**config.mk**
```make
export PLATFORM = sky130hd
export DESIGN_NAME = kpq_ram
export DESIGN_NICKNAME = d
export VERILOG_FILES = /design/src/sv/keyed_priority_task_queue_unit_macros.svh /design/src/sv/kpq_ram.sv
export SDC_FILE = /design/constraint.sdc
export NUM_CORES = 2
export LEC_CHECK = 0
export BUFFER_PORTS_ARGS = -buffer_cell sky130_fd_sc_hd__buf_4
export CAP_MARGIN = 20
export CORE_AREA = 2 2 662 828
export CTS_BUF_LIST = sky130_fd_sc_hd__clkbuf_2 sky130_fd_sc_hd__clkbuf_4 sky130_fd_sc_hd__clkbuf_8
export CTS_CLUSTER_DIAMETER = 120
export DETAILED_ROUTE_END_ITERATION = 10
export DIE_AREA = 0 0 664 830
export GPL_ROUTABILITY_DRIVEN = 0
export PLACE_DENSITY = 0.41
export SYNTH_ARGS = -nofsm -noshare
export SYNTH_HDL_FRONTEND = slang
export SYNTH_SLANG_ARGS = --single-unit
```
**constraint.sdc**
```tcl
create_clock -name clock -period 8.4 [get_ports clock]
set_clock_uncertainty 0.1 [all_clocks]
set_input_delay 0.84 -clock clock [delete_from_list [all_inputs] [get_ports clock]]
set_output_delay 0.84 -clock clock [all_outputs]
set_load 0.02 [all_outputs]
```
**src/sv/keyed_priority_task_queue_unit_macros.svh**
```systemverilog
// Assertion macros used by the keyed priority task queue RTL.
`ifndef KEYED_PRIORITY_TASK_QUEUE_UNIT_MACROS_SVH
`define KEYED_PRIORITY_TASK_QUEUE_UNIT_MACROS_SVH

// Consequent holds in the same cycle as the antecedent.
`define KPQ_ASSERT_NOW(label, ante, cons, msg) \
   label: assert property (@(posedge clock) disable iff (reset) (ante) |-> (cons)) \
      else $error(msg);

// Consequent holds in the cycle after the antecedent.
`define KPQ_ASSERT_NEXT(label, ante, cons, msg) \
   label: assert property (@(posedge clock) disable iff (reset) (ante) |=> (cons)) \
      else $error(msg);

`endif

```
**src/sv/kpq_ram.sv**
```systemverilog
// Simple dual-port RAM with one write port and one registered read port.
`default_nettype none

module kpq_ram #(
   parameter int DEPTH  = 64,
   parameter int ADDR_W = 6,
   parameter int DATA_W = 64
) (
   input  wire logic              clock,
   input  wire logic              wr_en,
   input  wire logic [ADDR_W-1:0] wr_addr,
   input  wire logic [DATA_W-1:0] wr_data,
   input  wire logic              rd_en,
   input  wire logic [ADDR_W-1:0] rd_addr,
   output logic      [DATA_W-1:0] rd_data
);

   logic [DATA_W-1:0] mem_ff [DEPTH];
   logic [DATA_W-1:0] rd_data_ff;

   always_ff @(posedge clock) begin
      if (wr_en) begin
         mem_ff[wr_addr] <= wr_data;
      end
      if (rd_en) begin
         rd_data_ff <= mem_ff[rd_addr];
      end
   end

   assign rd_data = rd_data_ff;

endmodule

`default_nettype wire

```
==> metrics.md <==
| Metric | Value |
|---|---|
| Count of vias placed by the detailed router | 75910 |
| Logic pwr share | 5.0% |
| P&R area growth vs syn | 15.53% |
| Critical hold path startpoint | wr_addr[2] |
| Number of cells on the critical path | 7 |
| Multi-input logic area | 0.03078 mm² |
| DRC Markers | 0 |
| Clock Tree Root | sky130_fd_sc_hd__clkbuf_8 |
| Maximum frequency from static timing analysis | 280.9 MHz |
| Total die area | 0.5511 mm² |
| Routed length per placed instance | 34.53 µm |
| Critical path cell sequence | buf_8 > buf_4 > buf_4 > mux4_2 > or3_1 > a41oi_1 > a211oi_1 |
| Internal power summed over all cells | 32460 µW |
| Reg-to-reg endpoint | rd_data[19]$_DFFE_PP_ |
| Pin count of the biggest net entering global routing | 103 |
| Global-route usage over all layers | 18.44% |
| Antenna-violating nets left | 0 |
| Simple-gate share of the synthesized area | 1.235% |
| Xor/xnor cell area share of the yosys netlist | 0% |
| Number of input and output port buffers inserted | 142 |
| Final routed wirelength across all metal layers | 517.6 mm |
| Final-stage net count | 7389 |
| Mapped Nets | 6677 |
| Post-CTS Setup Bufs | 0 |
| Yosys warns | 0 |
| Compound-Gate Fraction of Synth Area | 2.467% |
| Relative slew margins | 22.32% |
| Share of synthesized cell area in full adder, half adder and majority cells | 0% |
| Standby leakage power | 0.05554 µW |
| Kind of start point of the critical path | primary input |
| Destination of the worst hold path | mem_ff[54][62]$_DFFE_PP_ |
| Combinational family with the most area after synthesis | multiplexers |
| Reg-to-reg startpoint | mem_ff[54][19]$_DFFE_PP_ |
| Worst-path fanout max | 50 |
| Worst-Margin Slew | 1165 ps |
| Portion of the clock cycle consumed by the worst path in the final layout | 42.38% |
| Clock network latency to the later pin of the worst-skew pair | 1260 ps |
| CTS sink cnt | 4160 |
| Worst-path clk slew | 60 ps |
| Wire length of the first global-routing pass | 704.2 mm |
| Placed insts | 13750 |
| Max cap viols | 0 |
| Cell variety after synth | 32 |
| Chip height | 830 µm |
| Fill count | 51190 |
| CTS H-tree depth | 6 |
| Fraction of the yosys area taken by sequential cells | 79.57% |
| Endpoint required time on the critical path | 9220 ps |
| Worst IR Drop VDD | 156.3 µV |
| Buf+Inv Stages, Crit Path | 3 |
| Count of endpoints failing setup in the final report | 0 |
| Ratio of cells with drive above 1 in the final layout | 31.76% |
| Kind of capture point of the worst setup path | flop |
| Worst Path Arrival | 4380 ps |
| Global Route met2 Usage | 32.87% |
| Global-route layer with the greatest usage | met2 |
| Part of the total power dissipated in the clock network | 40.0% |
| Slowest cell on crit path | sky130_fd_sc_hd__a41oi_1 |
| Power share of the sequential group | 55.0% |
| Setup tns final | 0 ps |
| Worst slack on hold paths | 216.9 ps |
| Antenna violations before repair | 44 |
| Area post-placement | 0.1682 mm² |
| CTS tree | built |
| Worst hold path depth | 3 |
| Outcome | finished clean |
| Number of cells traversed by the worst register-to-register path | 5 |
| Net switching fraction of the power | 22.82% |
| Total power divided by cell area | 231.9 mW/mm² |
| R2R Setup Slk | 5840 ps |
| Number of global-route vias before repair | 80750 |
| Placed wire-length estimate | 272.3 mm |
| Number of failing hold endpoints at the final stage | 0 |
| CTS max path bufs | 4 |
| Mapped cell area | 0.1570 mm² |
| Shortest clock period the worst path allows after layout | 3560 ps |
| Die outline width | 664 µm |
| Detailed router's first-iteration violation count | 7111 |
| Stage delay of the slowest cell on the critical path | 840 ps |
| Proportion of synthesized area in mux cells | 15.55% |
| CP startpoint | rd_addr[1] |
| CP dominant cell by count | sky130_fd_sc_hd__buf_4 |
| Cts repair resizes | 0 |
| Final cell utilization of the core | 33.36% |
| Cell count after synthesis | 6598 |
| P_sw | 9600 µW |
| Crit-path leading delay family | buffers and inverters |
| Met3 Use GR | 2.229% |
| Num CTS Buffers | 661 |
| Average cell area after synthesis | 23.79 µm² |
| Tightest Hold Check Type | in2reg |
| Placeable Area | 0.5436 mm² |
| Critical path class | in2reg |
| Unrepaired setup endpoints after global routing | no |
| Met1 global-route usage | 23.90% |
| Non-filler instance count after layout | 14990 |
| Standard-cell row count | 303 |
| Post-detailed-route via-to-cell ratio | 5.064 |
| Boundary Pins | 143 |
| Initial core utilization | 28.88% |
| First-pass detailed-route iteration total | 5 |
| Non-Filler Cell Area, Final | 0.1814 mm² |
| Number of max-slew violations in the final report | 0 |
| Number of synthesized register bits | 4160 |
| Total overflow reported by the global router | 0 |
| Storage element area | 0.1249 mm² |
==> worst register-to-register path: stages (launching register included) <==
cell                       delay (ps)
sky130_fd_sc_hd__edfxtp_1         370
sky130_fd_sc_hd__mux4_2           470
sky130_fd_sc_hd__mux2i_1          210
sky130_fd_sc_hd__o22ai_1          170
sky130_fd_sc_hd__a41oi_1          830
sky130_fd_sc_hd__a211oi_1         100
==> Yosys cell counts <==
cell / count / share of area (%)
sky130_fd_sc_hd__o22ai_1: 83 / 0.33
sky130_fd_sc_hd__mux2i_1: 135 / 0.86
sky130_fd_sc_hd__buf_4: 34 / 0.16
sky130_fd_sc_hd__mux4_2: 1024 / 15
sky130_fd_sc_hd__a22oi_1: 168 / 0.80
sky130_fd_sc_hd__o221ai_1: 38 / 0.21
sky130_fd_sc_hd__buf_1: 20 / 0.048
sky130_fd_sc_hd__a41oi_1: 26 / 0.15
sky130_fd_sc_hd__and2_1: 3 / 0.012
sky130_fd_sc_hd__and3_1: 64 / 0.26
sky130_fd_sc_hd__edfxtp_1: 4160 / 80
sky130_fd_sc_hd__nor2_1: 112 / 0.27
sky130_fd_sc_hd__a31o_1: 1 / 0.0056
sky130_fd_sc_hd__a22o_1: 88 / 0.49
sky130_fd_sc_hd__a31oi_1: 18 / 0.072
sky130_fd_sc_hd__buf_2: 170 / 0.54
sky130_fd_sc_hd__nand2b_1: 11 / 0.044
sky130_fd_sc_hd__nand3_1: 45 / 0.14
sky130_fd_sc_hd__clkbuf_1: 140 / 0.33
sky130_fd_sc_hd__nor2b_1: 28 / 0.11
sky130_fd_sc_hd__or3b_2: 1 / 0.0056
sky130_fd_sc_hd__nand3b_1: 2 / 0.0096
sky130_fd_sc_hd__a211oi_1: 63 / 0.30
sky130_fd_sc_hd__nand2_1: 58 / 0.14
sky130_fd_sc_hd__nand4b_1: 1 / 0.0056
sky130_fd_sc_hd__or3_1: 29 / 0.12
sky130_fd_sc_hd__nand4_1: 2 / 0.0080
sky130_fd_sc_hd__nor3_1: 2 / 0.0064
sky130_fd_sc_hd__inv_1: 19 / 0.045
sky130_fd_sc_hd__or2_2: 28 / 0.11
sky130_fd_sc_hd__buf_6: 6 / 0.043
sky130_fd_sc_hd__a2bb2oi_1: 19 / 0.11
==> worst max path at each step <==
stage and endpoint:
2_1_floorplan mem_ff[48][0]$_DFFE_PP_, 3_3_place_gp rd_data[19]$_DFFE_PP_, 3_5_place_dp rd_data[19]$_DFFE_PP_, 4_1_cts rd_data[19]$_DFFE_PP_, 5_1_grt rd_data[19]$_DFFE_PP_, 6_report rd_data[19]$_DFFE_PP_
==> cell usage in the layout (no fill, tap or decap), drive strengths merged, types with 18 or more instances in the layout <==
cell type / instances
dlygate4sd3: 65
and3: 64
nand2: 58
a2bb2oi: 19
nor2: 112
clkbuf: 894
a31oi: 18
a41oi: 26
nand3: 45
clkinv: 224
edfxtp: 4160
buf: 354
or3: 29
o22ai: 83
a211oi: 63
o221ai: 38
a22o: 88
or2: 28
mux2i: 135
clkinvlp: 19
nor2b: 28
a22oi: 168
inv: 43
mux4: 1024
==> power groups by stage <==
stage          combinational, µW  sequential (µW)  clock (µW)
2_1_floorplan               1070            23500           0
3_3_place_gp                2090            23600           0
3_5_place_dp                2120            23600           0
4_1_cts                     2160            23200       17400
5_1_grt                     2240            23100       18200
6_report                    2100            23100       16800
==> timing repair <==
action                      CTS  global route
setup endpoints to repair     0             0
hold endpoints to repair   4059             0
hold buffers                 65             0
==> layer usage <==
metal,part of all wire [%],vias to the layer above
met5,0.020,-
met4,2.3,14
met3,4.0,686
met2,52,2107
met1,42,43020
li1,-,30090
==> cells by family after synthesis <==
kind of cell           count (synthesis)
multiplexers                        1159
flip-flops                          4160
buffers and inverters                389
AND/OR/NAND/NOR                      386
AO/OA/AOI/OAI                        504
==> stage by stage <==
step,power (µW),worst slack [ps]
5_1_grt,43550,4802
6_report,42060,4840
2_1_floorplan,24620,2024
4_1_cts,42670,4815
3_3_place_gp,25670,3372
3_5_place_dp,25700,3375
==> state kept, by name (all words and copies together), names as in the netlist <==
register  cells
mem_ff     4096
rd_data      64
==> final cells by class <==
type | count | area share [%]
sequential | 4160 | 68.88
multi-input combinational | 2049 | 16.97
clock buffer | 894 | 6.032
tap | 7167 | 4.944
timing repair buffer | 419 | 2.251
clock inverter | 274 | 0.8706
inverter | 19 | 0.03932
antenna | 9 | 0.01242
(Power assumes the default switching activity.)
