## src/sv/keyed_priority_task_queue_unit_macros.svh

```systemverilog
// Assertion macros used by the keyed priority task queue RTL.
`ifndef KEYED_PRIORITY_TASK_QUEUE_UNIT_MACROS_SVH
`define KEYED_PRIORITY_TASK_QUEUE_UNIT_MACROS_SVH

// Consequent holds in the same cycle as the antecedent.
`define KPQ_ASSERT_NOW(label, ante, cons, msg) \
   label: assert property (@(posedge clock) disable iff (reset) (ante) |-> (cons)) \
      else $error(msg);

// Consequent holds in the cycle after the antecedent.
`define KPQ_ASSERT_NEXT(label, ante, cons, msg) \
   label: assert property (@(posedge clock) disable iff (reset) (ante) |=> (cons)) \
      else $error(msg);

`endif

```

## src/sv/kpq_pkg.sv

```systemverilog
// Types, constants and codes of the keyed priority task queue.
`default_nettype none

package kpq_pkg;

   localparam int CAPACITY = 64;
   localparam int SLOT_W   = $clog2(CAPACITY);
   localparam int CNT_W    = $clog2(CAPACITY + 1);

   localparam int OWNER_W = 16;
   localparam int KEY_W   = 16;
   localparam int PRIO_W  = 32;

   localparam int REQ_TDATA_W = 72;
   localparam int RSP_TDATA_W = 24;

   typedef enum logic [1:0] {
      OP_ADD    = 2'd0,
      OP_EDIT   = 2'd1,
      OP_REMOVE = 2'd2,
      OP_POP    = 2'd3
   } op_type;

   typedef enum logic [1:0] {
      ST_OK        = 2'd0,
      ST_NOT_FOUND = 2'd1,
      ST_FULL      = 2'd2,
      ST_EMPTY     = 2'd3
   } status_type;

   typedef enum logic [1:0] {
      ENG_IDLE,
      ENG_SCAN,
      ENG_WRITE,
      ENG_DONE
   } eng_state_type;

   typedef struct packed {
      op_type               op;
      logic [OWNER_W-1:0]   owner_id;
      logic [KEY_W-1:0]     task_key;
      logic [PRIO_W-1:0]    prio_value;
   } cmd_type;

   typedef struct packed {
      logic [OWNER_W-1:0]   owner_id;
      logic [KEY_W-1:0]     task_key;
      logic [PRIO_W-1:0]    prio_value;
   } slot_type;

   typedef struct packed {
      status_type           status;
      logic [OWNER_W-1:0]   popped_owner;
   } result_type;

   typedef struct packed {
      logic                 wr_en;
      logic [SLOT_W-1:0]    wr_addr;
      slot_type             wr_data;
      logic                 rd_en;
      logic [SLOT_W-1:0]    rd_addr;
   } mem_req_type;

endpackage

`default_nettype wire

```

## src/sv/kpq_engine.sv

```systemverilog
// Scan sequencer: walks the slot RAM, matches keys, tracks the maximum, writes back.
`default_nettype none
`include "keyed_priority_task_queue_unit_macros.svh"

module kpq_engine (
   input  wire logic                 clock,
   input  wire logic                 reset,
   input  wire logic                 start_i,
   input  wire kpq_pkg::cmd_type     cmd_i,
   input  wire logic                 out_free_i,
   input  wire kpq_pkg::slot_type    rd_data_i,
   output kpq_pkg::mem_req_type      mem_req_o,
   output logic                      idle_o,
   output logic                      done_o,
   output kpq_pkg::result_type       result_o
);

   import kpq_pkg::*;

   localparam logic [SLOT_W-1:0] LAST_SLOT = SLOT_W'(CAPACITY - 1);

   eng_state_type       state_ff, state_in;
   cmd_type             cmd_ff, cmd_in;
   logic [CNT_W-1:0]    addr_ff, addr_in;
   logic                rd_vld_ff, rd_vld_in;
   logic [SLOT_W-1:0]   rd_idx_ff, rd_idx_in;
   logic [CAPACITY-1:0] valid_ff, valid_in;
   logic                hit_found_ff, hit_found_in;
   logic [SLOT_W-1:0]   hit_idx_ff, hit_idx_in;
   logic [OWNER_W-1:0]  hit_owner_ff, hit_owner_in;
   logic                free_found_ff, free_found_in;
   logic [SLOT_W-1:0]   free_idx_ff, free_idx_in;
   logic                best_found_ff, best_found_in;
   logic [SLOT_W-1:0]   best_idx_ff, best_idx_in;
   logic [PRIO_W-1:0]   best_prio_ff, best_prio_in;
   logic [KEY_W-1:0]    best_key_ff, best_key_in;
   logic [OWNER_W-1:0]  best_owner_ff, best_owner_in;
   result_type          result_ff, result_in;
   logic                entry_valid;

   always_ff @(posedge clock) begin
      if (reset) begin
         state_ff      <= ENG_IDLE;
         rd_vld_ff     <= 1'b0;
         valid_ff      <= '0;
         hit_found_ff  <= 1'b0;
         free_found_ff <= 1'b0;
         best_found_ff <= 1'b0;
      end else begin
         state_ff      <= state_in;
         rd_vld_ff     <= rd_vld_in;
         valid_ff      <= valid_in;
         hit_found_ff  <= hit_found_in;
         free_found_ff <= free_found_in;
         best_found_ff <= best_found_in;
      end
   end

   always_ff @(posedge clock) begin
      cmd_ff        <= cmd_in;
      addr_ff       <= addr_in;
      rd_idx_ff     <= rd_idx_in;
      hit_idx_ff    <= hit_idx_in;
      hit_owner_ff  <= hit_owner_in;
      free_idx_ff   <= free_idx_in;
      best_idx_ff   <= best_idx_in;
      best_prio_ff  <= best_prio_in;
      best_key_ff   <= best_key_in;
      best_owner_ff <= best_owner_in;
      result_ff     <= result_in;
   end

   always_comb begin
      state_in      = state_ff;
      cmd_in        = cmd_ff;
      addr_in       = addr_ff;
      rd_vld_in     = 1'b0;
      rd_idx_in     = rd_idx_ff;
      valid_in      = valid_ff;
      hit_found_in  = hit_found_ff;
      hit_idx_in    = hit_idx_ff;
      hit_owner_in  = hit_owner_ff;
      free_found_in = free_found_ff;
      free_idx_in   = free_idx_ff;
      best_found_in = best_found_ff;
      best_idx_in   = best_idx_ff;
      best_prio_in  = best_prio_ff;
      best_key_in   = best_key_ff;
      best_owner_in = best_owner_ff;
      result_in     = result_ff;
      mem_req_o     = '0;
      done_o        = 1'b0;
      entry_valid   = valid_ff[rd_idx_ff];

      case (state_ff)
         ENG_IDLE: begin
            if (start_i) begin
               cmd_in        = cmd_i;
               addr_in       = '0;
               hit_found_in  = 1'b0;
               free_found_in = 1'b0;
               best_found_in = 1'b0;
               state_in      = ENG_SCAN;
            end
         end
         ENG_SCAN: begin
            if (addr_ff < CNT_W'(CAPACITY)) begin
               mem_req_o.rd_en   = 1'b1;
               mem_req_o.rd_addr = addr_ff[SLOT_W-1:0];
               rd_vld_in         = 1'b1;
               rd_idx_in         = addr_ff[SLOT_W-1:0];
               addr_in           = addr_ff + CNT_W'(1);
            end
            if (rd_vld_ff) begin
               if (entry_valid && (rd_data_i.task_key == cmd_ff.task_key) && !hit_found_ff) begin
                  hit_found_in = 1'b1;
                  hit_idx_in   = rd_idx_ff;
                  hit_owner_in = rd_data_i.owner_id;
               end
               if (!entry_valid && !free_found_ff) begin
                  free_found_in = 1'b1;
                  free_idx_in   = rd_idx_ff;
               end
               if (entry_valid && (!best_found_ff ||
                   (rd_data_i.prio_value > best_prio_ff) ||
                   ((rd_data_i.prio_value == best_prio_ff) &&
                    (rd_data_i.task_key > best_key_ff)))) begin
                  best_found_in = 1'b1;
                  best_idx_in   = rd_idx_ff;
                  best_prio_in  = rd_data_i.prio_value;
                  best_key_in   = rd_data_i.task_key;
                  best_owner_in = rd_data_i.owner_id;
               end
               if (rd_idx_ff == LAST_SLOT) begin
                  state_in = ENG_WRITE;
               end
            end
         end
         ENG_WRITE: begin
            result_in.status       = ST_OK;
            result_in.popped_owner = '0;
            case (cmd_ff.op)
               OP_ADD: begin
                  mem_req_o.wr_data = '{owner_id:   cmd_ff.owner_id,
                                        task_key:   cmd_ff.task_key,
                                        prio_value: cmd_ff.prio_value};
                  if (hit_found_ff) begin
                     mem_req_o.wr_en   = 1'b1;
                     mem_req_o.wr_addr = hit_idx_ff;
                  end else if (free_found_ff) begin
                     mem_req_o.wr_en       = 1'b1;
                     mem_req_o.wr_addr     = free_idx_ff;
                     valid_in[free_idx_ff] = 1'b1;
                  end else begin
                     result_in.status = ST_FULL;
                  end
               end
               OP_EDIT: begin
                  mem_req_o.wr_data = '{owner_id:   hit_owner_ff,
                                        task_key:   cmd_ff.task_key,
                                        prio_value: cmd_ff.prio_value};
                  if (hit_found_ff) begin
                     mem_req_o.wr_en   = 1'b1;
                     mem_req_o.wr_addr = hit_idx_ff;
                  end else begin
                     result_in.status = ST_NOT_FOUND;
                  end
               end
               OP_REMOVE: begin
                  if (hit_found_ff) begin
                     valid_in[hit_idx_ff] = 1'b0;
                  end else begin
                     result_in.status = ST_NOT_FOUND;
                  end
               end
               OP_POP: begin
                  if (best_found_ff) begin
                     valid_in[best_idx_ff]  = 1'b0;
                     result_in.popped_owner = best_owner_ff;
                  end else begin
                     result_in.status = ST_EMPTY;
                  end
               end
               default: begin
                  result_in.status = ST_OK;
               end
            endcase
            state_in = ENG_DONE;
         end
         ENG_DONE: begin
            done_o = out_free_i;
            if (out_free_i) begin
               state_in = ENG_IDLE;
            end
         end
         default: begin
            state_in = ENG_IDLE;
         end
      endcase
   end

   assign idle_o   = (state_ff == ENG_IDLE);
   assign result_o = result_ff;

   `KPQ_ASSERT_NOW(a_no_read_outside_scan, state_ff != ENG_SCAN, !rd_vld_ff, "read beat outside scan")
   `KPQ_ASSERT_NOW(a_hit_is_valid, (state_ff == ENG_WRITE) && hit_found_ff, valid_ff[hit_idx_ff], "key hit on empty slot")
   `KPQ_ASSERT_NOW(a_full_only_when_full, (state_ff == ENG_WRITE) && (cmd_ff.op == OP_ADD) && !hit_found_ff && !free_found_ff, &valid_ff, "full reported with free slot")
   `KPQ_ASSERT_NEXT(a_pop_drops_one, (state_ff == ENG_WRITE) && (cmd_ff.op == OP_POP) && best_found_ff, $countones(valid_ff) == $past($countones(valid_ff)) - 1, "pop did not drop one slot")

endmodule

`default_nettype wire

```

## config.mk

```make
export PLATFORM = sky130hd
export DESIGN_NAME = kpq_engine
export DESIGN_NICKNAME = d
export VERILOG_FILES = /design/src/sv/kpq_pkg.sv /design/src/sv/kpq_engine.sv
export VERILOG_INCLUDE_DIRS = /design/src /design/src/sv
export SDC_FILE = /design/constraint.sdc
export NUM_CORES = 1
export LEC_CHECK = 0
export BUFFER_PORTS_ARGS = -buffer_cell sky130_fd_sc_hd__buf_2
export CAP_MARGIN = 15
export CORE_MARGIN = 2
export CORE_UTILIZATION = 50
export CTS_CLUSTER_SIZE = 28
export DETAILED_ROUTE_END_ITERATION = 8
export PLACE_DENSITY = 0.75
export SYNTH_ARGS = -nofsm -noshare
export SYNTH_HDL_FRONTEND = slang
export SYNTH_SLANG_ARGS = --single-unit
```

## constraint.sdc

```tcl
create_clock -name clock -period 18.08 [get_ports clock]
set_clock_uncertainty 0.05 [all_clocks]
set_input_delay 2.712 -clock clock [delete_from_list [all_inputs] [get_ports clock]]
set_output_delay 2.712 -clock clock [all_outputs]
set_load 0.01 [all_outputs]
```

==> impl_table.tex, run 1 <==
\begin{tabular}{lr}
\hline
Metric & Value \\
\hline
\multicolumn{2}{l}{\textbf{Clock network}} \\
Post-CTS repair timing setup buffer count & 0 \\
Count of hold-fix buffers inserted at cts & 0 \\
Insertion delay to the later sink of the worst-skew pair & 0.54 ns \\
Post-CTS clock slew at the launch and capture registers of the worst setup and hold paths & $\sim$0.060 ns \\
Bufs on Longest Clock Path & 3 \\
TritonCTS sink count & 265 \\
Clock tree from TritonCTS & done \\
Number of buffers inserted during clock tree synthesis & 28 \\
H-tree Lvls & 1 \\
Count of instances resized after the clock tree is built & 0 \\
Clock tree root driver cell & clkbuf\_16 \\
\multicolumn{2}{l}{\textbf{STA}} \\
Number of slew-limit violations in the final report & 0 \\
Worst max-slew margin expressed relative to the limit & 12.6\% \\
Post-Route Hold Slack & $\sim$0.42 ns \\
Final worst slack & about 12 ns \\
Maximum frequency from static timing analysis & roughly 170 MHz \\
Shortest clock period the worst path allows after layout & 5.84 ns \\
Final worst-path cycle share & 32.3\% \\
Setup repair after global routing missed its margin & no \\
Final setup fails & 0 \\
Measured slew at the worst slew-check pin & 1.30 ns \\
Final Hold Vio Count & 0 \\
Setup TNS & 0 ns \\
\multicolumn{2}{l}{\textbf{Critical path}} \\
CP delay by family, top & buffers and inverters \\
Cell breakdown of the critical path & buf\_2 > and2\_1 > buf\_2 \\
Crit path arrival time & 3.08 ns \\
Startpoint of the lowest-slack register-to-register path & rd\_idx\_ff[1]\$\_DFFE\_PP\_ \\
Maximum fanout count along the critical path & 2 \\
Cell repeated most along the worst path & buf\_2 \\
Setup crit start kind & input pin \\
Type of element capturing the critical path & output port \\
Critical Path Max Stage Delay & roughly 0.14 ns \\
Launching instance or port of the critical path & out\_free\_i \\
Slack of the worst reg-to-reg path & 13.78 ns \\
Buffer and inverter count on the worst path & 2 \\
Worst setup path class & input pin to output port \\
Critical Path RT & 15.32 ns \\
Highest-delay cell along the critical path & and2\_1 \\
\multicolumn{2}{l}{\textbf{Logic synthesis}} \\
Number of enable flip-flop cells after synthesis & 195 \\
Library cells used by synthesis & 51 \\
Total of warnings raised by yosys & 0 \\
Top area cells in the synthesized netlist & edfxtp\_1, dfxtp\_1, ha\_1 \\
Cell taking the most area after synthesis & edfxtp\_1 \\
Share of the yosys chip area belonging to registers & 58.7\% \\
Synthesized area & 0.0124 mm\^{}2 \\
Synthesized flop and latch total & 265 \\
Mapped Nets & 1266 \\
Prevailing post-synth register cell & edfxtp\_1 \\
Post-synthesis average cell area & 11.5 um\^{}2 \\
Proportion of register bits with asynchronous set or reset after synthesis & 0\% \\
Post-synth top area share & 47.3\% \\
Mapped Cells & roughly 1100 \\
\multicolumn{2}{l}{\textbf{Floorplanning}} \\
Standard-cell rows & 57 \\
Chip Width & 161 um \\
Core box area & 0.0243 mm\^{}2 \\
Boundary pin count & 232 \\
Starting density of the core & between 50 and 60\% \\
Die Y & 161 um \\
Die Outline Area & roughly 0.026 mm\^{}2 \\
\multicolumn{2}{l}{\textbf{GRT}} \\
Initial antenna violation count & 2 \\
First-pass GRT wire length & $\sim$49000 um \\
Largest net degree at the start of global routing & 70 \\
Grt total ovfl & 0 \\
Via count of the first global-routing pass & 9176 \\
Tot GR Track Use & 23.6\% \\
\multicolumn{2}{l}{\textbf{Drt}} \\
Number of detailed-routing iterations run before antenna repair & 5 \\
Antenna Nets Post-Route & 0 \\
Remaining routing DRC violations & 0 \\
DR vias/cell & 5.71 \\
DR vias & 9412 \\
Routed len/inst & 19.0 um \\
Initial DRC Count & 1035 \\
Total wirelength of the detailed-routed design & 31400 um \\
\multicolumn{2}{l}{\textbf{Run status}} \\
Run status & finished, final reports clean \\
\multicolumn{2}{l}{\textbf{Worst hold path}} \\
Min-Delay Path Class & flip-flop to flip-flop \\
Launch instance of the worst min-delay path & valid\_ff[4]\$\_SDFFE\_PP0P\_ \\
\multicolumn{2}{l}{\textbf{Finish}} \\
Net count of the finished layout & between 1000 and 1500 \\
Ratio of cells with drive above 1 in the final layout & a little under a quarter \\
Relative area change from synthesis to final layout & 19.4\% \\
\multicolumn{2}{l}{\textbf{Power}} \\
Power per standard cell area & 111 mW/mm\^{}2 \\
Worst voltage drop across the vdd grid & between 0.09 and 0.1 mV \\
Leakage power & between 5 and 6 nW \\
\multicolumn{2}{l}{\textbf{Place}} \\
Final weighted congestion of routability-driven global placement & 0.910 \\
Number of input and output port buffers inserted & 231 \\
Post-place setup slack & 12.10 ns \\
Estimated wirelength of the detail-placed design & 21100 um \\
\multicolumn{2}{l}{\textbf{Flow run}} \\
Number of maximum-capacitance violations & 0 \\
\hline
\end{tabular}
==> cells by family after synthesis <==
family,count (synthesis),share of synthesized area (%)
adder cells (fa/ha/maj),57,5.77
buffers and inverters,107,3.47
flip-flops,265,58.7
multiplexers,23,3.35
AO/OA/AOI/OAI,271,13.4
XOR/XNOR,21,1.49
AND/OR/NAND/NOR,331,13.9
==> report_power, final <==
| part | switching [mW] | internal [mW] |
|---|---|---|
| logic | 0.174 | 0.102 |
| registers | 0.0477 | 0.746 |
| clock network | 0.234 | 0.338 |
==> layout by cell type, fill, tap and decap left out, types with 3 or more instances in the layout <==
cell	n
inv_1	58
bufinv_16	3
nor3_1	23
clkbuf_16	29
ha_1	57
and4_1	5
clkinv_2	4
and2_1	56
clkbuf_1	10
nand2_1	92
nand3_1	16
xor2_1	9
nor3b_1	6
or4_1	3
buf_2	231
nor2b_1	27
a22oi_1	86
xnor2_1	12
clkinvlp_4	4
edfxtp_1	195
a221oi_1	3
dfxtp_1	70
nand4_1	10
buf_4	10
mux4_2	12
mux2i_1	8
nor2_1	47
and3_1	20
o21ai_0	74
a21o_1	5
nand2b_1	14
a21oi_1	86
==> worst paths after layout <==
path	endpoint	depth (start not counted)
worst max-delay path	done_o	3
worst min-delay path	valid_ff[4]$_SDFFE_PP0P_	2
worst max register to register	best_owner_ff[15]$_DFFE_PP_	8
worst min register to register	valid_ff[4]$_SDFFE_PP0P_	2
==> synth_stat cells (12+ instances only) <==
master    number
nor2_1        47
inv_1         58
a21oi_1       86
o21ai_0       74
and3_1        20
nand2b_1      14
edfxtp_1     195
nand3_1       16
clkbuf_1      38
nand2_1       92
ha_1          57
and2_1        57
nor2b_1       27
nor3_1        24
mux4_2        12
xnor2_1       12
a22oi_1       86
dfxtp_1       70
==> area by class of cell <==
cell class                      instances  area [um^2]
Clock buffer                           39          763
Sequential cell                       265         7260
Clock inverter                         13          153
Fill cell                            1940         9550
Timing Repair Buffer                  243         1270
Antenna cell                            2         5.00
Inverter                               58          218
Multi-Input combinational cell        703         4700
Tap cell                              324          405
==> through the flow <==
step	area, um^2	util, %	std cells	power, mW
floorplan	12400	-	1075	0.969
global placement	13800	56.8	1591	1.07
detailed placement	13800	56.8	1591	1.08
CTS	14700	60.5	1643	1.65
global route	14800	60.7	1647	1.71
finish	14800	60.7	1647	1.64
==> tightest hold or removal path: stages (launching register included) <==
cell     delay (ns)
dfxtp_1        0.30
o21ai_0        0.06
a21oi_1        0.06
==> registers in the layout, indices dropped and copies added, names as in the netlist <==
register,flops
cmd_ff,66
valid_ff,64
best_prio_ff,32
result_o,18
best_key_ff,16
best_owner_ff,16
hit_owner_ff,16
addr_ff,7
best_idx_ff,6
free_idx_ff,6
hit_idx_ff,6
rd_idx_ff,6
state_ff,2
best_found_ff,1
free_found_ff,1
hit_found_ff,1
rd_vld_ff,1
==> routing by layer <==
layer  up-vias  global-route usage, %  wire length (um)
met4         0                   9.01              1040
met5         -                      0                 0
met1      4397                   32.6             13000
li1       4415                      -                 -
met3        76                   5.01              3220
met2       524                   37.0             14100
Power figures use the tool's default switching activity.
==> run 2, diff against run 1 <==
- PLACE_DENSITY: 0.75 -> 0.78
- clock period: 18.08 -> 4.9 ns (I/O delays scaled with it)
==> run 2 against run 1 <==
Compared with the run above: hold slack worse by 0.10 ns; sequential share of layout area hardly changed; critical path depth is 4 higher; combinational power grew to 3.7 times the previous value; die area stayed put; worst setup slack worse by 11 ns; global-route usage is 1.2 points higher; total power grew to 3.7 times the previous value; count of clock-buffer cells in the layout is 1 lower; clock power grew to 3.6 times the previous value; first-iteration DRC count is 18% higher; critical endpoint is now mem_req_o[73]; largest power group unchanged; highest routed layer unchanged.
==> impl_table.tex, run 2 (synthesis gave the netlist of run 1 again) <==
\begin{tabular}{lr}
\hline
Metric & Value \\
\hline
\multicolumn{2}{l}{\textbf{Finish}} \\
Net count of the finished layout & 1494 \\
Relative area change from synthesis to final layout & 19.4\% \\
Combined flip-flop and latch cell area & 0.00726 mm\^{}2 \\
Leading cell types in the layout, fill and taps excluded & buf\_2, edfxtp\_1, nand2\_1 \\
Multi-input combinational cell area & 0.00470 mm\^{}2 \\
Biggest register & cmd\_ff \\
Leading cell type in the layout, fill and taps excluded & buf\_2 \\
Max reg flops & 66 \\
Biggest regs & cmd\_ff (66), valid\_ff (64), best\_prio\_ff (32) \\
Total of fill cells in the finished design & about 1900 \\
Ratio of cells with drive above 1 in the final layout & 23.3\% \\
\multicolumn{2}{l}{\textbf{Worst hold path}} \\
Hold Path Cell Cnt & 1 \\
Launch instance of the worst min-delay path & cmd\_i[55] \\
Min-Delay Path Class & input pin to flip-flop \\
Worst min-delay path endpoint & cmd\_ff[55]\$\_DFFE\_PP\_ \\
\multicolumn{2}{l}{\textbf{Power}} \\
Power per standard cell area & 408 mW/mm\^{}2 \\
Total power after layout & 6.02 mW \\
Leakage power & around 5.7 nW \\
Worst voltage drop across the vdd grid & 0.393 mV \\
\multicolumn{2}{l}{\textbf{STA}} \\
Measured slew at the worst slew-check pin & 1.36 ns \\
Worst max-slew margin expressed relative to the limit & 8.77\% \\
Shortest clock period the worst path allows after layout & approximately 3.6 ns \\
Maximum frequency from static timing analysis & 281 MHz \\
Setup TNS & 0 ns \\
Setup repair after global routing missed its margin & no \\
Number of slew-limit violations in the final report & 0 \\
Final worst-path cycle share & 72.5\% \\
Final setup fails & 0 \\
Final Hold Vio Count & 0 \\
\multicolumn{2}{l}{\textbf{Critical path}} \\
Crit path arrival time & 2.77 ns \\
End of the worst register-to-register path & best\_owner\_ff[15]\$\_DFFE\_PP\_ \\
Setup crit start kind & flip-flop \\
Worst setup path class & flip-flop to output port \\
Startpoint of the lowest-slack register-to-register path & rd\_idx\_ff[2]\$\_DFFE\_PP\_ \\
Maximum fanout count along the critical path & 25 \\
Type of element capturing the critical path & output port \\
Critical Path RT & 4.12 ns \\
Register-to-Register Path Depth & 9 \\
Slack of the worst reg-to-reg path & 1.53 ns \\
\multicolumn{2}{l}{\textbf{Drt}} \\
Number of detailed-routing iterations run before antenna repair & 7 \\
Antenna Nets Post-Route & 0 \\
DR vias/cell & slightly below 6 \\
Remaining routing DRC violations & 0 \\
Initial DRC Count & roughly 1200 \\
Routed len/inst & between 15 and 20 um \\
Total wirelength of the detailed-routed design & 32800 um \\
DR vias & 9692 \\
\multicolumn{2}{l}{\textbf{Floorplanning}} \\
Boundary pin count & between 200 and 250 \\
Standard-cell rows & 57 \\
Die Y & 161 um \\
Chip Width & roughly 160 um \\
Die Outline Area & 0.0260 mm\^{}2 \\
Starting density of the core & between 50\% and 60\% \\
Core box area & 0.0243 mm\^{}2 \\
\multicolumn{2}{l}{\textbf{Clock network}} \\
TritonCTS sink count & 265 \\
Clock tree from TritonCTS & done \\
Insertion delay to the later sink of the worst-skew pair & 0.54 ns \\
Bufs on Longest Clock Path & 3 \\
Clock tree root driver cell & clkbuf\_16 \\
Count of instances resized after the clock tree is built & 0 \\
Post-CTS repair timing setup buffer count & 0 \\
Post-CTS clock slew at the launch and capture registers of the worst setup and hold paths & 0.06 ns \\
Count of hold-fix buffers inserted at cts & 0 \\
H-tree Lvls & 1 \\
Number of buffers inserted during clock tree synthesis & 27 \\
\multicolumn{2}{l}{\textbf{GRT}} \\
Initial antenna violation count & 4 \\
First-pass GRT wire length & 51000 um \\
Grt total ovfl & 0 \\
Via count of the first global-routing pass & 9485 \\
Largest net degree at the start of global routing & 70 \\
Tot GR Track Use & between 20\% and 30\% \\
\multicolumn{2}{l}{\textbf{Place}} \\
Number of input and output port buffers inserted & between 200 and 250 \\
Final weighted congestion of routability-driven global placement & 0.973 \\
Estimated wirelength of the detail-placed design & $\sim$22000 um \\
\multicolumn{2}{l}{\textbf{Run status}} \\
Run status & finished, final reports clean \\
\multicolumn{2}{l}{\textbf{Flow run}} \\
Number of maximum-capacitance violations & 0 \\
\hline
\end{tabular}
==> run 2: worst max-delay path by stage <==
stage                                    start                     endpoint  depth (start not counted)
after detailed placement         rd_data_i[22]  best_owner_ff[15]$_DFFE_PP_                         10
after floorplan                  rd_data_i[22]     best_idx_ff[0]$_DFFE_PP_                          8
final                     cmd_ff[64]$_DFFE_PP_                mem_req_o[73]                          7
after global placement           rd_data_i[22]  best_owner_ff[15]$_DFFE_PP_                         10
after CTS                 cmd_ff[64]$_DFFE_PP_                mem_req_o[73]                          7
after global routing      cmd_ff[64]$_DFFE_PP_                mem_req_o[73]                          7
==> run 2: layer usage <==
layer / track usage [%] / wire, um / vias up / share of wire, %
li1: - / - / 4420 / -
met1: 33.9 / 13200 / 4502 / 40
met2: 38.4 / 14800 / 656 / 45
met3: 6.32 / 3680 / 114 / 11
met4: 9.29 / 1170 / 0 / 3.6
met5: 0 / 0 / - / 0
==> run 2: metrics by stage <==
stage | utilization (%) | instances | instance area, um^2 | hold WS [ns] | setup WS, ns
5_1_grt | 60.7 | 1652 | 14800 | 0.306 | 1.09
2_1_floorplan | - | 1075 | 12400 | 0.394 | 0.699
6_report | 60.7 | 1652 | 14800 | 0.318 | 1.35
4_1_cts | 60.6 | 1646 | 14700 | 0.306 | 1.31
3_5_place_dp | 57.0 | 1596 | 13900 | 0.416 | 1.51
3_3_place_gp | 56.9 | 1595 | 13800 | 0.408 | 1.55
==> run 2: final cells by class <==
| class | instances | share of cell area, % |
|---|---|---|
| Antenna cell | 4 | 0.0678 |
| Clock buffer | 38 | 5.13 |
| Clock inverter | 12 | 0.923 |
| Inverter | 58 | 1.47 |
| Multi-Input combinational cell | 703 | 31.9 |
| Sequential cell | 265 | 49.1 |
| Tap cell | 324 | 2.74 |
| Timing Repair Buffer | 248 | 8.68 |
==> run 2: critical path, stage by stage, from the launching register on <==
cell and delay [ns]:
edfxtp_1 0.42, inv_1 0.11, ha_1 0.78, nor2_1 0.09, nor2_1 0.37, a22oi_1 0.13, nor2b_1 0.17, buf_2 0.16
==> run 2: where the power goes <==
group	leakage (nW)	internal, mW	switching, mW
Clock	0.435	1.23	0.842
Combinational	2.92	0.375	0.643
Sequential	2.37	2.75	0.177
